<file path="config.mk">
export PLATFORM = sky130hd
export DESIGN_NAME = yuyv_frame_to_rgb_decoder_top
export DESIGN_NICKNAME = d
export VERILOG_FILES = /design/src/design/yfr_pkg.sv /design/src/design/yuyv_frame_to_rgb_decoder_top.sv
export VERILOG_INCLUDE_DIRS = /design/src /design/src/design
export SDC_FILE = /design/constraint.sdc
export NUM_CORES = 1
export LEC_CHECK = 0
export BUFFER_PORTS_ARGS = -buffer_cell sky130_fd_sc_hd__buf_2
export CAP_MARGIN = 10
export CORE_MARGIN = 2
export CORE_UTILIZATION = 65
export CTS_CLUSTER_DIAMETER = 100
export CTS_CLUSTER_SIZE = 8
export DETAILED_ROUTE_END_ITERATION = 8
export GPL_ROUTABILITY_DRIVEN = 0
export GPL_TIMING_DRIVEN = 0
export MAX_ROUTING_LAYER = met4
export PLACE_DENSITY_LB_ADDON = 0.3
export SLEW_MARGIN = 20
export SYNTH_ARGS = -nofsm -noshare
export SYNTH_HDL_FRONTEND = slang
export SYNTH_SLANG_ARGS = --single-unit
export TNS_END_PERCENT = 20
</file>
<file path="constraint.sdc">
create_clock -name clock -period 21.3 [get_ports clock]
set_input_delay 1.065 -clock clock [delete_from_list [all_inputs] [get_ports clock]]
set_output_delay 1.065 -clock clock [all_outputs]
set_load 0.02 [all_outputs]
</file>
<file path="src/design/yuyv_frame_to_rgb_decoder_top_assert.svh">
// Assertion macros shared by the decoder RTL.
`ifndef YUYV_FRAME_TO_RGB_DECODER_TOP_ASSERT_SVH
`define YUYV_FRAME_TO_RGB_DECODER_TOP_ASSERT_SVH

// A condition that must hold at every clock edge out of reset.
`define YFR_ASSERT_ALWAYS(label, cond) \
   label: assert property (@(posedge clock) disable iff (reset) (cond)) \
      else $error("assertion failed");

// A condition that must hold in the same cycle as a trigger.
`define YFR_ASSERT_IMPLIES(label, trig, cond) \
   label: assert property (@(posedge clock) disable iff (reset) (trig) |-> (cond)) \
      else $error("assertion failed");

// A condition that must hold in the cycle after a trigger.
`define YFR_ASSERT_NEXT(label, trig, cond) \
   label: assert property (@(posedge clock) disable iff (reset) (trig) |=> (cond)) \
      else $error("assertion failed");

`endif

</file>
<file path="src/design/yfr_pkg.sv">
// Types and constants of the YUYV frame decoder.
package yfr_pkg;

   localparam int MAX_WIDTH   = 4096;
   localparam int MAX_HEIGHT  = 4096;
   localparam int WIDTH_BITS  = $clog2(MAX_WIDTH + 1);
   localparam int HEIGHT_BITS = $clog2(MAX_HEIGHT + 1);
   localparam int AREA_BITS   = WIDTH_BITS + HEIGHT_BITS;
   localparam int CMP_BITS    = (AREA_BITS + 1 > 32) ? AREA_BITS + 1 : 32;

   localparam logic [31:0] MAX_WIDTH_WORD  = 32'(MAX_WIDTH);
   localparam logic [31:0] MAX_HEIGHT_WORD = 32'(MAX_HEIGHT);

   // Header layout: byte positions that close each little-endian word.
   localparam logic [3:0] HDR_MAGIC_LEN   = 4'd4;
   localparam logic [3:0] HDR_WIDTH_LAST  = 4'd7;
   localparam logic [3:0] HDR_HEIGHT_LAST = 4'd11;
   localparam logic [3:0] HDR_COUNT_LAST  = 4'd15;

   localparam logic [7:0] MAGIC [4] = '{8'h59, 8'h55, 8'h56, 8'h30};

   // BT.601 integer coefficients.
   localparam logic signed [19:0] K_Y      = 20'sd298;
   localparam logic signed [19:0] K_RV     = 20'sd409;
   localparam logic signed [19:0] K_GU     = 20'sd100;
   localparam logic signed [19:0] K_GV     = 20'sd208;
   localparam logic signed [19:0] K_BU     = 20'sd516;
   localparam logic signed [19:0] K_ROUND  = 20'sd128;
   localparam logic signed [19:0] K_CHROMA = 20'sd128;
   localparam logic [7:0]         Y_OFFSET = 8'd16;
   localparam logic [7:0]         CH_MAX   = 8'd255;

   localparam logic KIND_PIXEL = 1'b0;
   localparam logic KIND_ERROR = 1'b1;

   typedef enum logic [1:0] {
      ERR_NONE   = 2'd0,
      ERR_HEADER = 2'd1,
      ERR_FIELDS = 2'd2,
      ERR_SHORT  = 2'd3
   } err_code_type;

   typedef enum logic [1:0] {
      PH_HEADER = 2'd0,
      PH_PIXELS = 2'd1,
      PH_IGNORE = 2'd2
   } phase_type;

   // Everything one input byte produces: an optional pixel pair and an optional error.
   typedef struct packed {
      logic         has_pix;
      logic         has_err;
      err_code_type err_code;
      logic [7:0]   y0;
      logic [7:0]   u;
      logic [7:0]   y1;
      logic [7:0]   v;
      logic         eor;
      logic         eof;
   } bundle_type;

   typedef struct packed {
      logic [7:0] red;
      logic [7:0] green;
      logic [7:0] blue;
   } rgb_type;

endpackage

</file>
<file path="src/design/yuyv_frame_to_rgb_decoder_top.sv">
// Header-checking YUYV 4:2:2 to RGB decoder, one payload byte per transfer.
//
//   Channel  Direction  Handshake            Payload
//   req_     in         req_valid/req_ready  data_byte, end_of_payload
//   rsp_     out        rsp_valid/rsp_ready  kind, red/green/blue, error_code, end flags
//
// One byte is taken per cycle while req_ready is high; the header and group state updates in that cycle.
// A byte that completes a pixel group adds two results and possibly an error, which
// leave one per cycle while rsp_ready is high, from a two-entry result queue.
// Four bytes make two pixels, so the queue keeps pace at one byte per cycle.
// Reset is synchronous; there is no clearing pass.
// A low rsp_ready fills the queue; req_ready falls only while both entries are held.
`include "yuyv_frame_to_rgb_decoder_top_assert.svh"

module yuyv_frame_to_rgb_decoder_top
   import yfr_pkg::*;
(
   input  logic       clock,
   input  logic       reset,
   input  logic       req_valid,
   output logic       req_ready,
   input  logic [7:0] req_data_byte,
   input  logic       req_end_of_payload,
   output logic       rsp_valid,
   input  logic       rsp_ready,
   output logic       rsp_kind,
   output logic [7:0] rsp_red,
   output logic [7:0] rsp_green,
   output logic [7:0] rsp_blue,
   output logic [1:0] rsp_error_code,
   output logic       rsp_end_of_row,
   output logic       rsp_end_of_frame,
   output logic       rsp_last_in_run
);

   // Parse state.
   phase_type               phase_ff, phase_in;
   logic [3:0]              header_index_ff, header_index_in;
   logic [23:0]             header_word_ff, header_word_in;
   logic [WIDTH_BITS-1:0]   frame_width_ff, frame_width_in;
   logic [HEIGHT_BITS-1:0]  frame_height_ff, frame_height_in;
   logic                    width_ok_ff, width_ok_in;
   logic                    height_ok_ff, height_ok_in;
   logic [AREA_BITS-1:0]    area_ff, area_in;
   logic [1:0]              group_index_ff, group_index_in;
   logic [23:0]             group_bytes_ff, group_bytes_in;
   logic [WIDTH_BITS-1:0]   column_ff, column_in;
   logic [HEIGHT_BITS-1:0]  row_ff, row_in;

   bundle_type              bundle_in;
   logic                    req_accept;
   logic [31:0]             word_full;
   logic                    eor;
   logic                    eof;

   // Result queue.
   bundle_type              fifo_ff [2];
   logic                    wr_ptr_ff, rd_ptr_ff;
   logic [1:0]              fifo_count_ff;
   logic [1:0]              sel_ff, sel_in;
   logic                    push, pop, load;
   bundle_type              head;
   logic                    head_last;
   logic                    head_is_pixel;
   rgb_type                 head_rgb;

   // Output register.
   logic                    rsp_valid_ff, rsp_valid_in;
   logic                    rsp_kind_ff;
   rgb_type                 rsp_rgb_ff;
   err_code_type            rsp_error_code_ff;
   logic                    rsp_end_of_row_ff;
   logic                    rsp_end_of_frame_ff;
   logic                    rsp_last_in_run_ff;

   function automatic logic [7:0] clamp_channel(input logic signed [19:0] t);
      logic [7:0] res;
      if (t[19]) begin
         res = '0;
      end else if (t[18:16] != 3'd0) begin
         res = CH_MAX;
      end else begin
         res = t[15:8];
      end
      return res;
   endfunction

   function automatic rgb_type yuv_to_rgb(input logic [7:0] y, input logic [7:0] u,
                                          input logic [7:0] v);
      logic signed [19:0] c;
      logic signed [19:0] us;
      logic signed [19:0] vs;
      rgb_type            res;
      c  = (y >= Y_OFFSET) ? signed'(20'(y - Y_OFFSET)) : '0;
      us = signed'(20'(u)) - K_CHROMA;
      vs = signed'(20'(v)) - K_CHROMA;
      res.red   = clamp_channel(K_Y * c + K_RV * vs + K_ROUND);
      res.green = clamp_channel(K_Y * c - K_GU * us - K_GV * vs + K_ROUND);
      res.blue  = clamp_channel(K_Y * c + K_BU * us + K_ROUND);
      return res;
   endfunction

   assign req_ready  = (fifo_count_ff != 2'd2);
   assign req_accept = req_valid && req_ready;
   assign word_full  = {req_data_byte, header_word_ff};

   assign eor = ({1'b0, column_ff} + (WIDTH_BITS + 1)'(2)) >= {1'b0, frame_width_ff};
   assign eof = eor && (({1'b0, row_ff} + (HEIGHT_BITS + 1)'(1)) >= {1'b0, frame_height_ff});

   always_ff @(posedge clock) begin
      if (reset) begin
         phase_ff        <= PH_HEADER;
         header_index_ff <= '0;
         header_word_ff  <= '0;
         group_index_ff  <= '0;
         column_ff       <= '0;
         row_ff          <= '0;
      end else begin
         phase_ff        <= phase_in;
         header_index_ff <= header_index_in;
         header_word_ff  <= header_word_in;
         group_index_ff  <= group_index_in;
         column_ff       <= column_in;
         row_ff          <= row_in;
      end
   end

   always_ff @(posedge clock) begin
      frame_width_ff  <= frame_width_in;
      frame_height_ff <= frame_height_in;
      width_ok_ff     <= width_ok_in;
      height_ok_ff    <= height_ok_in;
      area_ff         <= area_in;
      group_bytes_ff  <= group_bytes_in;
   end

   // Next parse state and the results of the accepted byte.
   always_comb begin
      phase_in        = phase_ff;
      header_index_in = header_index_ff;
      header_word_in  = header_word_ff;
      frame_width_in  = frame_width_ff;
      frame_height_in = frame_height_ff;
      width_ok_in     = width_ok_ff;
      height_ok_in    = height_ok_ff;
      area_in         = area_ff;
      group_index_in  = group_index_ff;
      group_bytes_in  = group_bytes_ff;
      column_in       = column_ff;
      row_in          = row_ff;
      bundle_in       = '0;
      bundle_in.err_code = ERR_NONE;

      if (req_accept) begin
         case (phase_ff)
            PH_HEADER: begin
               if (header_index_ff < HDR_MAGIC_LEN &&
                   req_data_byte != MAGIC[header_index_ff[1:0]]) begin
                  bundle_in.has_err  = 1'b1;
                  bundle_in.err_code = ERR_HEADER;
                  phase_in = PH_IGNORE;
               end else begin
                  if (header_index_ff[1:0] == 2'd3) begin
                     header_word_in = '0;
                  end else begin
                     header_word_in[8 * header_index_ff[1:0] +: 8] = req_data_byte;
                  end
                  header_index_in = header_index_ff + 4'd1;

                  if (header_index_ff == HDR_WIDTH_LAST) begin
                     frame_width_in = word_full[WIDTH_BITS-1:0];
                     width_ok_in    = (word_full != '0) && !word_full[0] &&
                                      (word_full <= MAX_WIDTH_WORD);
                  end
                  if (header_index_ff == HDR_HEIGHT_LAST) begin
                     frame_height_in = word_full[HEIGHT_BITS-1:0];
                     height_ok_in    = (word_full != '0) && (word_full <= MAX_HEIGHT_WORD);
                     area_in         = AREA_BITS'(frame_width_ff) *
                                       AREA_BITS'(word_full[HEIGHT_BITS-1:0]);
                  end

                  if (header_index_ff == HDR_COUNT_LAST) begin
                     // The byte count must be exactly two bytes per pixel.
                     if (!width_ok_ff || !height_ok_ff ||
                         CMP_BITS'(word_full) != CMP_BITS'({area_ff, 1'b0})) begin
                        bundle_in.has_err  = 1'b1;
                        bundle_in.err_code = ERR_FIELDS;
                        phase_in = PH_IGNORE;
                     end else begin
                        phase_in       = PH_PIXELS;
                        group_index_in = '0;
                        column_in      = '0;
                        row_in         = '0;
                        if (req_end_of_payload) begin
                           bundle_in.has_err  = 1'b1;
                           bundle_in.err_code = ERR_SHORT;
                        end
                     end
                  end else if (req_end_of_payload) begin
                     bundle_in.has_err  = 1'b1;
                     bundle_in.err_code = ERR_HEADER;
                  end
               end
            end

            PH_PIXELS: begin
               if (group_index_ff != 2'd3) begin
                  group_bytes_in[8 * group_index_ff +: 8] = req_data_byte;
                  group_index_in = group_index_ff + 2'd1;
               end else begin
                  bundle_in.has_pix = 1'b1;
                  bundle_in.y0      = group_bytes_ff[7:0];
                  bundle_in.u       = group_bytes_ff[15:8];
                  bundle_in.y1      = group_bytes_ff[23:16];
                  bundle_in.v       = req_data_byte;
                  bundle_in.eor     = eor;
                  bundle_in.eof     = eof;
                  group_index_in    = '0;
                  if (eor) begin
                     column_in = '0;
                     row_in    = row_ff + HEIGHT_BITS'(1);
                  end else begin
                     column_in = column_ff + WIDTH_BITS'(2);
                  end
                  if (eof) begin
                     phase_in = PH_IGNORE;
                  end
               end
               if (req_end_of_payload && !(group_index_ff == 2'd3 && eof)) begin
                  bundle_in.has_err  = 1'b1;
                  bundle_in.err_code = ERR_SHORT;
               end
            end

            default: begin
            end
         endcase

         if (req_end_of_payload) begin
            phase_in        = PH_HEADER;
            header_index_in = '0;
            header_word_in  = '0;
            group_index_in  = '0;
         end
      end
   end

   // Two-entry queue of per-byte result bundles.
   assign push = req_accept && (bundle_in.has_pix || bundle_in.has_err);
   assign head = fifo_ff[rd_ptr_ff];
   assign load = (fifo_count_ff != 2'd0) && (!rsp_valid_ff || rsp_ready);

   always_comb begin
      // Pixels come first (slots 0 and 1), then the error, if any.
      head_is_pixel = head.has_pix && (sel_ff != 2'd2);
      if (head.has_err) begin
         head_last = (sel_ff == (head.has_pix ? 2'd2 : 2'd0));
      end else begin
         head_last = (sel_ff == 2'd1);
      end
      pop    = load && head_last;
      sel_in = sel_ff;
      if (load) begin
         sel_in = head_last ? 2'd0 : sel_ff + 2'd1;
      end
      rsp_valid_in = rsp_valid_ff;
      if (load) begin
         rsp_valid_in = 1'b1;
      end else if (rsp_ready) begin
         rsp_valid_in = 1'b0;
      end
   end

   assign head_rgb = yuv_to_rgb(sel_ff[0] ? head.y1 : head.y0, head.u, head.v);

   always_ff @(posedge clock) begin
      if (push) begin
         fifo_ff[wr_ptr_ff] <= bundle_in;
      end
   end

   always_ff @(posedge clock) begin
      if (reset) begin
         wr_ptr_ff     <= 1'b0;
         rd_ptr_ff     <= 1'b0;
         fifo_count_ff <= '0;
         sel_ff        <= '0;
         rsp_valid_ff  <= 1'b0;
      end else begin
         if (push) begin
            wr_ptr_ff <= !wr_ptr_ff;
         end
         if (pop) begin
            rd_ptr_ff <= !rd_ptr_ff;
         end
         case ({push, pop})
            2'b10:   fifo_count_ff <= fifo_count_ff + 2'd1;
            2'b01:   fifo_count_ff <= fifo_count_ff - 2'd1;
            default: fifo_count_ff <= fifo_count_ff;
         endcase
         sel_ff       <= sel_in;
         rsp_valid_ff <= rsp_valid_in;
      end
   end

   always_ff @(posedge clock) begin
      if (load) begin
         rsp_last_in_run_ff <= head_last;
         if (head_is_pixel) begin
            rsp_kind_ff         <= KIND_PIXEL;
            rsp_rgb_ff          <= head_rgb;
            rsp_error_code_ff   <= ERR_NONE;
            rsp_end_of_row_ff   <= sel_ff[0] && head.eor;
            rsp_end_of_frame_ff <= sel_ff[0] && head.eof;
         end else begin
            rsp_kind_ff         <= KIND_ERROR;
            rsp_rgb_ff          <= '0;
            rsp_error_code_ff   <= head.err_code;
            rsp_end_of_row_ff   <= 1'b0;
            rsp_end_of_frame_ff <= 1'b0;
         end
      end
   end

   assign rsp_valid        = rsp_valid_ff;
   assign rsp_kind         = rsp_kind_ff;
   assign rsp_red          = rsp_rgb_ff.red;
   assign rsp_green        = rsp_rgb_ff.green;
   assign rsp_blue         = rsp_rgb_ff.blue;
   assign rsp_error_code   = rsp_error_code_ff;
   assign rsp_end_of_row   = rsp_end_of_row_ff;
   assign rsp_end_of_frame = rsp_end_of_frame_ff;
   assign rsp_last_in_run  = rsp_last_in_run_ff;

   `YFR_ASSERT_ALWAYS(a_fifo_bound, fifo_count_ff <= 2'd2)
   `YFR_ASSERT_IMPLIES(a_sel_needs_bundle, sel_ff != 2'd0, fifo_count_ff != 2'd0)
   `YFR_ASSERT_IMPLIES(a_eof_closes_row, rsp_valid && rsp_end_of_frame, rsp_end_of_row)
   `YFR_ASSERT_IMPLIES(a_pixel_no_code, rsp_valid && rsp_kind == KIND_PIXEL,
                       rsp_error_code == ERR_NONE)
   `YFR_ASSERT_NEXT(a_run_continues, rsp_valid && rsp_ready && !rsp_last_in_run, rsp_valid)

endmodule
</file>
# Yosys cells after proc, flatten, opt, wreduce, memory -nomap -nowiden
# Memory sizes are Yosys's and may differ from the RTL's. A register that Yosys moved wholly into a read port is not among the register bits.
# Index checks and enable logic that the tools add are counted.
classes:
  n_reduce_logical: 47
  multipliers: 6
  n_bitwise: 3
  n_mux: 62
  n_eq_ne: 27
  addsub: 21
  n_shift: 4
  div: 0
  n_lt_le_gt_ge: 6
op_table:
  columns: ["cell", "n"]
  rows:
  - ["$mux W24", 4]
  - ["$mux W13", 7]
  - ["$mux W34", 2]
  - ["$neg A5 Y34", 2]
  - ["$shift A8 B34 Y24 const A", 2]
  - ["$shiftx A8 B34 Y24", 2]
  - ["$add A20 B9 Y20 const B", 3]
  - ["$pmux W13 S2", 2]
  - ["$bwmux W24", 2]
  - ["$mux W8", 6]
  - ["$mux W38", 1]
  - ["$le A32 B13 Y1 const B", 1]
  - ["$ne A32 B27 Y1", 1]
  - ["$reduce_bool A32 Y1", 1]
  - ["$ge A14 B13 Y1", 2]
  - ["$mul A13 B13 Y26", 1]
  - ["$mux W2", 13]
  - ["$add A20 B19 Y20", 1]
  - ["$add A20 B20 Y20", 1]
  - ["$mul A9 B20 Y19 const A", 1]
  - ["$mux W20", 1]
  - ["$sub A20 B17 Y20", 1]
  - ["$sub A20 B18 Y20", 1]
  - ["$mul A10 B9 Y19 const A", 1]
  - ["other kinds (44)", 117]
totals:
  mem_bits_ro: 0
  n_memories: 1
  word_cells: 202
  input_bits: 13
  out_inout_bits: 32
  latch_bits: 0
  mem_bits_rw: 76
  register_bits: 173
mem_list:
  columns: ["memory", "words", "width", "rd", "rd_clocked_by_memory_dff", "wr", "line", "source"]
  rows:
  - ["fifo_ff", 2, 38, 1, 1, 1, "yuyv_frame_to_rgb_decoder_top.sv:57", "bundle_type fifo_ff [2];"]

# Longest topological paths before layout
logic_depth:
  depth_word: 13
  ltp_mapped: 33
  depth_no_buf: 32

# Worst setup path before layout
# No wires, ideal clock.
synth_timing:
  path_type: "flip-flop to flip-flop"
  from: "register (tool-made name)"
  to: "register rsp_rgb_ff, in the netlist rsp_green[7] (data pin)"
  synth_period_minus_slack_ps: 8192
  n_path_buf: 1
  setup_time_ps: 274
  t_arrival_ps: 7918
  stages_incl_launch_ff: 31
  required_ps: 21026
  setup_slack_ps: 13108
  path_cell_list: "dfxtp_1 -> buf_6 -> mux4_2 -> nor4_2 -> a21oi_1 -> nor2_1 -> ha_1 -> ha_1 -> inv_1 -> fa_1 -> fa_1 -> inv_1 -> ha_1 -> a21oi_1 -> o21bai_1 -> a21oi_1 -> o21bai_1 -> a21oi_1 -> o21bai_1 -> a21oi_1 -> xor2_1 -> fa_1 -> inv_1 -> ha_1 -> ha_1 -> nand3_1 -> o21ai_0 -> or4_1 -> a31o_2 -> a22oi_1 -> a21oi_1"
synth_lines:
  columns: ["element", "line", "source"]
  rows:
  - ["to (signal assigned)", "yuyv_frame_to_rgb_decoder_top.sv:311", "rsp_rgb_ff <= head_rgb;"]
  - ["to (decl)", "yuyv_frame_to_rgb_decoder_top.sv:70", "rgb_type rsp_rgb_ff;"]

# Worst setup path in the final report
layout_timing:
  from: "register sel_ff[0]"
  to: "register rsp_rgb_ff, in the netlist rsp_green[4] (data pin)"
layout_via:
  elab_chain_len: 9
  word_cells_on_any_way: 14
  cone_classes: "4 x add/sub; 1 x mul; 1 x order compare; 1 x eq/ne; 3 x mux; 1 x bitwise; 3 x reduce/logical"
layout_rtl:
  columns: ["element", "line", "source"]
  rows:
  - ["from (decl)", "yuyv_frame_to_rgb_decoder_top.sv:60", "logic [1:0] sel_ff, sel_in;"]
  - ["from (signal assigned)", "yuyv_frame_to_rgb_decoder_top.sv:301", "sel_ff <= sel_in;"]
  - ["$mux W8", "yuyv_frame_to_rgb_decoder_top.sv:274", "assign head_rgb = yuv_to_rgb(sel_ff[0] ? head.y1 : head.y0, head.u, head.v);"]
  - ["$sub A8 B5 Y9 or $ge A8 B5 Y1 (tied branches)", "yuyv_frame_to_rgb_decoder_top.sv:94", "c = (y >= Y_OFFSET) ? signed'(20'(y - Y_OFFSET)) : '0;"]
  - ["$mux W20", "yuyv_frame_to_rgb_decoder_top.sv:94", null]
  - ["$mul A9 B20 Y19", "yuyv_frame_to_rgb_decoder_top.sv:98", "res.green = clamp_channel(K_Y * c - K_GU * us - K_GV * vs + K_ROUND);"]
  - ["$sub A20 B17 Y20", "yuyv_frame_to_rgb_decoder_top.sv:98", null]
  - ["$sub A20 B18 Y20", "yuyv_frame_to_rgb_decoder_top.sv:98", null]
  - ["$add A20 B9 Y20", "yuyv_frame_to_rgb_decoder_top.sv:98", null]
  - ["$reduce_bool A3 Y1", "yuyv_frame_to_rgb_decoder_top.sv:80", "end else if (t[18:16] != 3'd0) begin"]
  - ["$mux W8", "yuyv_frame_to_rgb_decoder_top.sv:80", null]
# Parallel ways exist; a longest one is shown, timed or not.
# A chain may end at the register's enable or synchronous reset.

==> qor.yml <==
run_status:
  status: "completed"
worst_setup_path:
  cp_max_fo: 11
  slowest_stage: "nor2_1"
  worstPathArrival_ns: 9.99
  r2r_end: "rsp_green[4]"
  rr_worst_depth: 31
  cp_slowest_stage_delay_ns: 0.73
  reg2reg_from: "sel_ff[0]"
  required_ns: 21.57
  path_class: "flip-flop to flip-flop"
  startpoint_type: "flip-flop"
  worstSetupEndpointType: "flip-flop"
  r2r_slack_ns: 11.58
global_route:
  grt_pass1_vias: 17800
  grt_max_degree: 32
  grt_pass1_wl_um: 88800
  gr-usage-all-layers_pct: 31.8
  overflow: 0
  antenna_found_initial: 0
route:
  vias: 16900
  routed_wl_um: 54100
  drc_errors: 0
  drtAntennaViolNets: 0
  drtIter0Drc: 1215
  wl_per_cell_um: 18.7
  firstDrtPassIters: 6
  via_per_inst: 5.85
timing:
  min_period_over_period_pct: 45.6
  setup_viol: 0
  maxSlewViolCount: 0
  max_freq_mhz: 103
  slew_headroom_pct: 27.1
  min_period_ns: 9.72
  clock_skew_ns: 0.0355
  worstMarginPinSlew_ns: 1.09
  hold_violations: 0
  rsz0062_at_grt: "no"
  setup_tns_ns: 0
synth:
  ys_ff_latch: 249
  syn_avg_cell_area_um2: 10.0
  yosys_warnings: 0
  ys_seq_area_share_pct: 29.4
  synth.distinct_cells: 69
  syn_inst: 2313
  synthFlopType: "edfxtp_1"
  async_reset_ff_share_pct: 0
  synth.cell_area_um2: 23200
  syn_nets: 2853
  synth_edf_count: 184
die:
  die_w_um: 193
  start_util_pct: 65.7
  io_pins: 45
  num_rows: 69
  core_um2: 35400
  die_y_um: 193
  die_area_um2: 37300
hold_path:
  hold_path_class: "flip-flop to flip-flop"
  min_to: "frame_width_ff[12]"
  worstHoldPathCells: 0
  worstHoldStart: "header_word_ff[12]"
clock_tree:
  cts_max_level: 2
  postCtsSetupBuffers: 0
  cts_hold_buf: 0
  ctsResizeCount: 0
  root_buffer: "clkbuf_16"
  cts_made_buffers: 37
  cts.sinks: 249
  path_clk_slew_ns: 0.06
  insertion_delay_ns: 0.56
  clockBufferDepth: 3
  cts_tree: "yes"
cells_and_area:
  area_growth_pct: 8.56
  antenna_cells: 0
  final_layout_size_suffix_gt1_share_pct: 5.49
  nets: 2938
place:
  io_buffer_count: 38
  dp.final_hpwl_um: 41800
job:
  drv_cap: 0
## registers in the layout, indices dropped and copies added, names as in the netlist, 4 cells and up, named ones only
signal,count
fifo_ff,76
area_ff,26
group_bytes_ff,24
header_word_ff,24
frame_height_ff,13
frame_width_ff,13
row_ff,13
column_ff,12
rsp_blue,8
rsp_green,8
rsp_red,8
header_index_ff,4
## layout by cell type (no fill, tap or decap), types with 26 or more instances in the layout
master	instances
inv_1	361
ha_1	341
nand2_1	192
fa_1	186
edfxtp_1	184
and2_1	126
a21oi_1	122
xnor2_1	108
nor2_1	98
clkbuf_1	86
dfxtp_1	65
nand3_1	54
o21ai_0	42
xor2_1	42
buf_2	38
clkbuf_16	37
nor3_1	31
a21o_1	26
## cells in the mapped netlist (17+ instances only)
| cell type | instances | area [um^2] |
|---|---|---|
| inv_1 | 362 | 1360 |
| nor2_1 | 99 | 372 |
| xor2_1 | 42 | 368 |
| ha_1 | 341 | 4270 |
| fa_1 | 186 | 3720 |
| a21o_1 | 26 | 195 |
| dfxtp_1 | 65 | 1300 |
| clkbuf_1 | 62 | 233 |
| xnor2_1 | 108 | 946 |
| nand3_1 | 54 | 270 |
| o21ai_0 | 42 | 210 |
| edfxtp_1 | 184 | 5530 |
| a21oi_1 | 123 | 616 |
| nor3_1 | 33 | 165 |
| nand2_1 | 192 | 721 |
| and2_1 | 126 | 788 |
| mux2i_1 | 19 | 190 |
| nand2b_1 | 17 | 106 |
## how the worst max path moves through the flow
stage                     cells past startpoint           end  startpoint
final                                        31  rsp_green[4]   sel_ff[0]
after global placement                       31  rsp_green[7]   sel_ff[0]
after floorplan                              30  rsp_green[7]   flip-flop
after global routing                         31  rsp_green[5]   sel_ff[0]
after detailed placement                     31  rsp_green[4]   sel_ff[0]
after CTS                                    31  rsp_green[6]   sel_ff[0]
## worst max-delay path, delay by kind of cell (launching register included)
kind	cells	cell delay (ns)
adders and majority gates	8	3.12
AOI/OAI and AO/OA	10	2.26
and+or+nand+nor	6	2.00
buffers and inverters	5	0.87
muxes	1	0.49
DFF	1	0.45
xor gates and xnor gates	1	0.27
## metal layers
layer  vias to the layer above  global-route usage (%)  share of wire [%]
met5                         -                       -                  0
met4                         0                    15.8                5.2
met3                       194                    4.60                6.2
met2                       595                    55.2                 50
met1                      8160                    36.0                 38
li1                       7918                       -                  -
## layout make-up
| class | instances | area, um^2 |
|---|---|---|
| Tap cell | 461 | 577 |
| Clock buffer | 62 | 1030 |
| Inverter | 363 | 1360 |
| Timing Repair Buffer | 46 | 290 |
| Sequential cell | 249 | 6830 |
| Clock inverter | 3 | 53.8 |
| Fill cell | 2461 | 10200 |
| Multi-Input combinational cell | 1635 | 14800 |
| Buffer | 66 | 255 |
## kinds of logic after synthesis
| family | share of synthesized area, % |
|---|---|
| compound gates | 8.32 |
| flops | 29.4 |
| mux | 2.08 |
| xor+xnor | 5.72 |
| simple gates | 13.2 |
| buf+inv | 6.96 |
| fa+ha+maj | 34.4 |
## per-stage QoR
stage | utilization, % | cells | area, um^2 | worst slack, ns | hold WS, ns
floorplan | - | 2313 | 23200 | 13.11 | 0.424
global placement | 67.8 | 2812 | 24000 | 11.68 | 0.435
detailed placement | 68.2 | 2820 | 24100 | 11.58 | 0.442
CTS | 71.3 | 2885 | 25200 | 11.56 | 0.453
global route | 71.3 | 2885 | 25200 | 10.92 | 0.461
finish | 71.3 | 2885 | 25200 | 11.58 | 0.452
Power is not shown: default switching activity piles up to over one toggle a cycle in this logic, so the estimate is an artifact.
